**config.mk**
```make
export PLATFORM = sky130hd
export DESIGN_NAME = coefficient_run_vlc_encoder_core
export DESIGN_NICKNAME = d
export VERILOG_FILES = /design/src/rtl/core/cvlc_pkg.sv /design/src/rtl/core/cvlc_front.sv /design/src/rtl/core/cvlc_queue.sv /design/src/rtl/core/cvlc_back.sv /design/src/rtl/core/coefficient_run_vlc_encoder_core.sv
export SDC_FILE = /design/constraint.sdc
export NUM_CORES = 1
export LEC_CHECK = 0
export ABC_AREA = 1
export BUFFER_PORTS_ARGS = -buffer_cell sky130_fd_sc_hd__buf_4
export CELL_PAD_IN_SITES_DETAIL_PLACEMENT = 2
export CELL_PAD_IN_SITES_GLOBAL_PLACEMENT = 2
export CORE_ASPECT_RATIO = 1.75
export CORE_MARGIN = 2
export CORE_UTILIZATION = 39
export CTS_CLUSTER_DIAMETER = 150
export DETAILED_ROUTE_END_ITERATION = 10
export GPL_TIMING_DRIVEN = 0
export PLACE_DENSITY = 0.83
export SLEW_MARGIN = 25
export SYNTH_ARGS = -nofsm -noshare
export SYNTH_HDL_FRONTEND = slang
export SYNTH_SLANG_ARGS = --single-unit
export TNS_END_PERCENT = 1
```
**constraint.sdc**
```tcl
create_clock -name clk -period 5.7 [get_ports clk]
set_clock_uncertainty 0.2 [all_clocks]
set_input_delay 0.57 -clock clk [delete_from_list [all_inputs] [get_ports clk]]
set_output_delay 0.57 -clock clk [all_outputs]
set_load 0.005 [all_outputs]
```
**src/rtl/core/cvlc_pkg.sv**
```systemverilog
// shared types and constants for the coefficient run vlc encoder
`default_nettype none

package cvlc_pkg;

	localparam int unsigned CodeWidth  = 20;
	localparam int unsigned AccWidth   = 27;
	localparam int unsigned QueueDepth = 4;
	localparam int unsigned QueuePtrW  = $clog2(QueueDepth);

	localparam logic [4:0]  RunChunk    = 5'd16;
	localparam logic [3:0]  RunFullCode = 4'hF;
	localparam logic [10:0] CoeffMin    = 11'sh401;
	localparam logic [10:0] CoeffLowest = 11'sh400;

	localparam logic MODE_COEFF = 1'b0;
	localparam logic MODE_EOP   = 1'b1;

	// up to three packed bytes, first byte in the top bits
	typedef struct packed {
		logic [23:0] bytes;
		logic [1:0]  nbytes;
	} q_entry_t;

	typedef struct packed {
		logic full;
		logic empty;
	} q_status_t;

endpackage

`default_nettype wire

```
**src/rtl/core/cvlc_front.sv**
```systemverilog
// front: classifies coefficients, builds code words and packs them into bytes
`default_nettype none

module cvlc_front
	import cvlc_pkg::*;
(
	input  wire logic        clk,
	input  wire logic        arst_n,
	input  wire logic        coeff_valid,
	output logic             coeff_stall,
	input  wire logic        mode,
	input  wire logic [10:0] coeff_value,
	input  wire q_status_t   q_status,
	output logic             push,
	output q_entry_t         push_entry
);

	logic [4:0]  zero_run_q;
	logic        valid_s1;
	logic [CodeWidth-1:0] code_s1;
	logic [4:0]  len_s1;
	logic        eop_s1;
	logic [6:0]  pend_bits_q;
	logic [2:0]  pend_cnt_q;

	logic        accept;
	logic        advance;
	logic        is_eop;
	logic [10:0] v_sat;
	logic [10:0] v_eff;
	logic [10:0] v_neg;
	logic [10:0] v_m1;
	logic        neg;
	logic [9:0]  mag;
	logic [3:0]  size;
	logic [10:0] mask11;
	logic [9:0]  mbits;
	logic [3:0]  hdr;
	logic [4:0]  hlen;
	logic [13:0] tail;
	logic [4:0]  tail_len;
	logic [5:0]  chunk;
	logic        have_run;
	logic [CodeWidth-1:0] code_d;
	logic [4:0]  len_d;
	logic [4:0]  zero_run_d;

	logic [4:0]  total;
	logic [AccWidth-1:0] acc;
	logic [AccWidth-1:0] aligned;
	logic [5:0]  total_up;
	logic [1:0]  nbytes;
	logic [7:0]  mask8;

	// stage 1: classify and build the code word
	always_comb begin
		is_eop   = (mode == MODE_EOP);
		v_sat    = (coeff_value == CoeffLowest) ? CoeffMin : coeff_value;
		v_eff    = is_eop ? 11'd1 : v_sat;
		neg      = v_eff[10];
		v_neg    = 11'd0 - v_eff;
		mag      = neg ? v_neg[9:0] : v_eff[9:0];
		size     = 4'd0;
		for (int i = 0; i < 10; i++) begin
			if (mag[i]) begin
				size = 4'(i + 1);
			end
		end
		mask11   = (11'd1 << size) - 11'd1;
		v_m1     = v_eff - 11'd1;
		// negatives go out as value + 2^size - 1, i.e. the low bits of value - 1
		mbits    = (neg ? v_m1[9:0] : v_eff[9:0]) & mask11[9:0];
		if (size < 4'd3) begin
			hdr  = {1'b0, 3'(size + 4'd1)};
			hlen = 5'd3;
		end else begin
			hdr  = size + 4'd5;
			hlen = 5'd4;
		end
		tail     = (14'(hdr) << size) | 14'(mbits);
		tail_len = hlen + 5'(size);
		have_run = (zero_run_q != 5'd0);
		chunk    = {2'b00, 4'(zero_run_q - 5'd1)};

		if (!is_eop && mag == 10'd0) begin
			// zero: a full chunk leaves as soon as the run would pass 16
			if (zero_run_q == RunChunk) begin
				code_d     = CodeWidth'({2'b00, RunFullCode});
				len_d      = 5'd6;
				zero_run_d = 5'd1;
			end else begin
				code_d     = '0;
				len_d      = 5'd0;
				zero_run_d = zero_run_q + 5'd1;
			end
		end else begin
			if (have_run) begin
				code_d = (CodeWidth'(chunk) << tail_len) | CodeWidth'(tail);
				len_d  = tail_len + 5'd6;
			end else begin
				code_d = CodeWidth'(tail);
				len_d  = tail_len;
			end
			zero_run_d = 5'd0;
		end
	end

	// stage 2: merge with pending bits and cut whole bytes
	always_comb begin
		total    = 5'(pend_cnt_q) + len_s1;
		acc      = (AccWidth'(pend_bits_q) << len_s1) | AccWidth'(code_s1);
		aligned  = acc << (5'(AccWidth) - total);
		total_up = 6'(total) + 6'd7;
		nbytes   = eop_s1 ? total_up[4:3] : total[4:3];
		mask8    = (8'd1 << total[2:0]) - 8'd1;
		push_entry.bytes  = aligned[AccWidth-1 -: 24];
		push_entry.nbytes = nbytes;
	end

	assign coeff_stall = valid_s1 && (nbytes != 2'd0) && q_status.full;
	assign advance     = !coeff_stall;
	assign accept      = coeff_valid && !coeff_stall;
	assign push        = valid_s1 && (nbytes != 2'd0) && advance;

	always_ff @(posedge clk or negedge arst_n) begin
		if (!arst_n) begin
			zero_run_q  <= 5'd0;
			valid_s1    <= 1'b0;
			pend_bits_q <= 7'd0;
			pend_cnt_q  <= 3'd0;
		end else begin
			if (accept) begin
				zero_run_q <= zero_run_d;
				valid_s1   <= 1'b1;
			end else if (advance) begin
				valid_s1   <= 1'b0;
			end
			if (valid_s1 && advance) begin
				if (eop_s1) begin
					pend_bits_q <= 7'd0;
					pend_cnt_q  <= 3'd0;
				end else begin
					pend_bits_q <= acc[6:0] & mask8[6:0];
					pend_cnt_q  <= total[2:0];
				end
			end
		end
	end

	always_ff @(posedge clk) begin
		if (accept) begin
			code_s1 <= code_d;
			len_s1  <= len_d;
			eop_s1  <= is_eop;
		end
	end

endmodule

`default_nettype wire

```
**src/rtl/core/cvlc_queue.sv**
```systemverilog
// short queue of packed byte groups between front and back
`default_nettype none

module cvlc_queue
	import cvlc_pkg::*;
(
	input  wire logic      clk,
	input  wire logic      arst_n,
	input  wire logic      push,
	input  wire q_entry_t  push_entry,
	input  wire logic      pop,
	output q_entry_t       head,
	output q_status_t      status
);

	q_entry_t              mem_q [QueueDepth];
	logic [QueuePtrW-1:0]  wr_ptr_q;
	logic [QueuePtrW-1:0]  rd_ptr_q;
	logic [QueuePtrW:0]    count_q;

	assign head         = mem_q[rd_ptr_q];
	assign status.full  = (count_q == (QueuePtrW+1)'(QueueDepth));
	assign status.empty = (count_q == '0);

	always_ff @(posedge clk or negedge arst_n) begin
		if (!arst_n) begin
			wr_ptr_q <= '0;
			rd_ptr_q <= '0;
			count_q  <= '0;
		end else begin
			if (push) begin
				wr_ptr_q <= wr_ptr_q + 1'b1;
			end
			if (pop) begin
				rd_ptr_q <= rd_ptr_q + 1'b1;
			end
			if (push && !pop) begin
				count_q <= count_q + 1'b1;
			end else if (pop && !push) begin
				count_q <= count_q - 1'b1;
			end
		end
	end

	always_ff @(posedge clk) begin
		if (push) begin
			mem_q[wr_ptr_q] <= push_entry;
		end
	end

endmodule

`default_nettype wire

```
**src/rtl/core/cvlc_back.sv**
```systemverilog
// back: sends queued byte groups one byte per cycle through an output register, while byte_stall is low
`default_nettype none

module cvlc_back
	import cvlc_pkg::*;
(
	input  wire logic       clk,
	input  wire logic       arst_n,
	input  wire q_entry_t   head,
	input  wire q_status_t  q_status,
	output logic            pop,
	output logic            byte_valid,
	input  wire logic       byte_stall,
	output logic [7:0]      out_byte,
	output logic            last
);

	logic        cur_valid_q;
	logic [23:0] cur_bytes_q;
	logic [1:0]  cur_left_q;
	logic        out_valid_q;
	logic [7:0]  out_byte_q;
	logic        last_q;

	logic load_out;
	logic final_byte;

	assign load_out   = cur_valid_q && (!out_valid_q || !byte_stall);
	assign final_byte = load_out && (cur_left_q == 2'd1);
	assign pop        = !q_status.empty && (!cur_valid_q || final_byte);

	assign byte_valid = out_valid_q;
	assign out_byte   = out_byte_q;
	assign last       = last_q;

	always_ff @(posedge clk or negedge arst_n) begin
		if (!arst_n) begin
			cur_valid_q <= 1'b0;
			out_valid_q <= 1'b0;
		end else begin
			if (pop) begin
				cur_valid_q <= 1'b1;
			end else if (final_byte) begin
				cur_valid_q <= 1'b0;
			end
			if (load_out) begin
				out_valid_q <= 1'b1;
			end else if (!byte_stall) begin
				out_valid_q <= 1'b0;
			end
		end
	end

	always_ff @(posedge clk) begin
		if (pop) begin
			cur_bytes_q <= head.bytes;
			cur_left_q  <= head.nbytes;
		end else if (load_out) begin
			cur_bytes_q <= cur_bytes_q << 8;
			cur_left_q  <= cur_left_q - 2'd1;
		end
		if (load_out) begin
			out_byte_q <= cur_bytes_q[23:16];
			last_q     <= (cur_left_q == 2'd1);
		end
	end

endmodule

`default_nettype wire

```
**src/rtl/core/coefficient_run_vlc_encoder_core.sv**
```systemverilog
// top level of the coefficient run vlc encoder
//
// coefficient channel: coeff_valid / coeff_stall with mode and coeff_value;
//   an item is taken at a clock edge with coeff_valid high and coeff_stall low
// byte channel: byte_valid / byte_stall with out_byte and last; last marks
//   the final byte that one coefficient item produced, items that complete
//   no byte produce nothing on this channel
// mode end of plane codes the value 1, pads the partial byte with zeros and
//   sends it, then clears the run and bit state
// path: the first byte of an item reaches the byte port through the stage 1
//   register, the queue, the current group register and the output register
// throughput: the back end sends one byte per cycle while byte_stall is low,
//   so an item that makes up to three bytes bounds the sustained item rate;
//   the front takes one item per cycle while the 4-deep queue has room
// reset: arst_n clears the zero run, pending bits, queue and output valid
// stall: while byte_stall is high the output register holds; the queue
//   fills, and the front raises coeff_stall only when an item needs a slot
//   and none is free
`default_nettype none

module coefficient_run_vlc_encoder_core
	import cvlc_pkg::*;
(
	input  wire logic        clk,
	input  wire logic        arst_n,
	input  wire logic        coeff_valid,
	output logic             coeff_stall,
	input  wire logic        mode,
	input  wire logic [10:0] coeff_value,
	output logic             byte_valid,
	input  wire logic        byte_stall,
	output logic [7:0]       out_byte,
	output logic             last
);

	q_entry_t  push_entry;
	q_entry_t  head;
	q_status_t q_status;
	logic      push;
	logic      pop;

	// front: code word build and byte packing, owns run and bit state
	cvlc_front u_front (
		.clk         (clk),
		.arst_n      (arst_n),
		.coeff_valid (coeff_valid),
		.coeff_stall (coeff_stall),
		.mode        (mode),
		.coeff_value (coeff_value),
		.q_status    (q_status),
		.push        (push),
		.push_entry  (push_entry)
	);

	// groups of one to three finished bytes
	cvlc_queue u_queue (
		.clk        (clk),
		.arst_n     (arst_n),
		.push       (push),
		.push_entry (push_entry),
		.pop        (pop),
		.head       (head),
		.status     (q_status)
	);

	// back: serializes each group onto the byte port
	cvlc_back u_back (
		.clk        (clk),
		.arst_n     (arst_n),
		.head       (head),
		.q_status   (q_status),
		.pop        (pop),
		.byte_valid (byte_valid),
		.byte_stall (byte_stall),
		.out_byte   (out_byte),
		.last       (last)
	);

endmodule

`default_nettype wire
```
==> metrics.txt <==
Setup crit end kind=register; ant diodes=0; Hold Vio Cnt, Final=0; Layout area overhead=14.2%; first-pass GRT wire length=roughly 70,000 um; crit path DAT=roughly 5400 ps; DRT Wirelength=approximately 46,000 um; RSZ-0062 raised after global routing=yes; number of I/O port buffers=26; Final nets=1,471; Max IR drop VDD=~0.3 mV; Starting DRT DRC Count=~470; syn_nets=~1.4k; Root Driver=clkbuf_16; fraction of layout cells with a size suffix above 1=0.0995; Crit path top cell by count=inv_1; area of the die=between 30,000 and 40,000 um^2; worst setup margin=just under 400 ps; register area share after synthesis=0.493; Synth warnings=0; utilization after layout=0.452; Worst R2R Start=u_front.len_s1[0]; # clock sinks=190; area share of the leading cell type in the synthesized netlist=0.438; DIE HEIGHT=roughly 230 um; Simple-Gate Fraction of Synth Area=0.244; Tmin final=5310 ps; worst slew pin tran=between 800 and 900 ps; GRT Util Overall=0.310; mux contribution to synthesized area=0.00718; routability cong.=0.947; fin cells=~1.8k; Leak=0.00528 uW; detailed placement HPWL=around 35,000 um; Worst Setup EP=u_front.code_s1[10]; Core Area=28,600 um^2; Synth area leaders=edfxtp_1 44%, nand2_1 8.9%, nor2_1 7.9%, o21ai_0 7.5%, dfrtp_1 5.5%; Routed Antenna Nets=0; synth cell count leaders=269 x nand2_1, 238 x nor2_1, 170 x o21ai_0; Synth Area per Inst=8.28 um^2; Slew Limit Fails=0; area of the multi-input gates=slightly above 5000 um^2; relative slew slack=0.429; async set-reset flop share out of synthesis=0.132; vias in the first global route=~12k; Synth Flop Type=edfxtp_1; WHS Path Cells=1; Crit Reg-Reg Endpoint=u_queue.count_q[2]; Final TNS setup=0 ps; drt drc=0; worst min-delay path category=in2reg; via count=10.4k; DR WL/cell=between 20 and 30 um; cell with the most instances after synthesis=nand2_1; Cell Pwr Density=743 nW/um^2; status=complete, no violations; DRT Pass-1 Iters=5; synthesized area=approximately 11,000 um^2; H-tree depth=4; fin crit share=0.931; fin area=12,900 um^2; Ports=27; Post-synth EDFFs=~170; Distinct cells, synth=51; Starting Density=0.396; Max Freq=188 MHz; DP Worst Slack=-1280 ps; FP Rows=82; cell with the largest stage delay on the worst path=fa_2; placed insts=1,777; maximum number of pins on one net before global-route repair=34; die width=~130 um; initial antenna violation count=0; largest family of logic cells by synthesized area=simple AND/OR/NAND/NOR gates; vias per cell=~5.7; crit path kind=in2reg; critical path required time=5780 ps; # Max-Cap Violations=0; Sequential Area=5580 um^2; Post-Synth XOR/XNOR Area=0.0132; register bit total from synthesis=190; CP max stage delay=about 640 ps; Synth Area in Compound Gates=0.140; Max clock buf depth=2; element type at the critical path start=input port; CTS buffer count=17; post-synthesis adder-cell area fraction=0.0362; Setup violations, final=0; internal reg-to-reg setup slack=about 500 ps; CTS tree=built; layout filler cell count=roughly 3.2k; Register-to-Register Path Depth=18; area leader, netlist=edfxtp_1; Setup crit start=coeff_value[6]; grt ovf=0; crit path max fanout=8; placed cell area=between 10,000 and 15,000 um^2; clock transition at the registers of the reported paths=70 ps; Syn Inst Count=1,368; clk_lat worst skew=460 ps
critical path, delay by kind of cell:
family          cells  cell delay (ps)
compound gates      7              920
simple gates       12             1610
buf+inv            11             1040
fa+ha+maj           4             1260
state kept, by name, summed over array words and instances, names as in the netlist:
| register | count |
|---|---|
| u_back.cur_valid_q | 1 |
| u_queue.mem_q | 104 |
| u_queue.rd_ptr_q | 2 |
| u_front.eop_s1 | 1 |
| u_front.zero_run_q | 5 |
| u_back.byte_valid | 1 |
| u_front.pend_bits_q | 7 |
| u_queue.count_q | 3 |
| u_front.code_s1 | 20 |
| u_back.last | 1 |
| u_back.cur_left_q | 2 |
| u_front.len_s1 | 5 |
| u_front.valid_s1 | 1 |
| u_back.cur_bytes_q | 24 |
| u_queue.wr_ptr_q | 2 |
| u_back.out_byte | 8 |
| u_front.pend_cnt_q | 3 |
per-layer routing:
layer | GRT usage | vias up | part of all wire
met5 | 0 | - | 0
met4 | 0.210 | 0 | 0.075
met3 | 0.0363 | 145 | 0.021
met2 | 0.634 | 249 | 0.59
met1 | 0.271 | 5258 | 0.32
li1 | - | 4746 | -
cell usage in the layout, fill, tap and decap left out, types with 5 or more instances in the layout:
| master | instances |
|---|---|
| clkbuf_1 | 40 |
| o22ai_1 | 11 |
| o211ai_1 | 7 |
| o21ai_0 | 166 |
| nor2_4 | 7 |
| nor2_1 | 232 |
| nor3_1 | 13 |
| o21bai_1 | 5 |
| o21ai_1 | 6 |
| nor2_2 | 7 |
| nand2_2 | 9 |
| buf_4 | 33 |
| nand3_1 | 76 |
| a31oi_1 | 25 |
| mux2i_1 | 7 |
| bufinv_16 | 5 |
| clkinv_1 | 5 |
| inv_2 | 9 |
| nand2_1 | 268 |
| nand4_1 | 12 |
| ha_1 | 26 |
| xor2_1 | 12 |
| edfxtp_1 | 165 |
| nand3_2 | 6 |
| a21oi_1 | 46 |
| inv_1 | 121 |
| clkbuf_16 | 17 |
| dfrtp_1 | 25 |
repair_timing:
action	4_1_cts	5_1_grt
buffers inserted	0	5
endpoints found under the hold margin	25	0
setup endpoints to repair	53	143
gates resized for setup	9	13
pin swaps	0	4
hold buffers	1	0
how the worst min path moves through the flow:
stage                                start                  to  slack [ps]
floorplan                           arst_n   u_back.byte_valid          70
detailed placement  u_back.cur_bytes_q[20]  u_back.out_byte[4]         210
global route                          mode      u_front.eop_s1         140
CTS                                   mode      u_front.eop_s1         140
global placement    u_back.cur_bytes_q[17]  u_back.out_byte[1]         200
finish                                mode      u_front.eop_s1         170
where the power goes:
part	internal (uW)	leakage (uW)	switching (uW)
Sequential	2630	0.00189	242
Combinational	1300	0.00308	4060
Clock	788	0.000317	586
area by class of cell:
cell class,instances,share of cell area
flip-flops and latches,190,0.432
multi-input cells,988,0.395
inverters,137,0.0403
well taps,378,0.0366
clock buffers,17,0.0329
repair buffers,37,0.0277
clock inverters,15,0.0181
plain buffers,53,0.0181
per-stage QoR:
stage               power, uW  hold slack, ps
finish                   9600             170
global route            10100             142
CTS                      9520             142
detailed placement       7900             215
global placement         7390             204
floorplan                5740            74.4
cell families after synthesis:
group	count (synthesis)
simple gates	644
fa+ha+maj	31
flops	190
mux	8
compound gates	288
buf+inv	190
xor+xnor	17
Power figures use the tool's default switching activity.
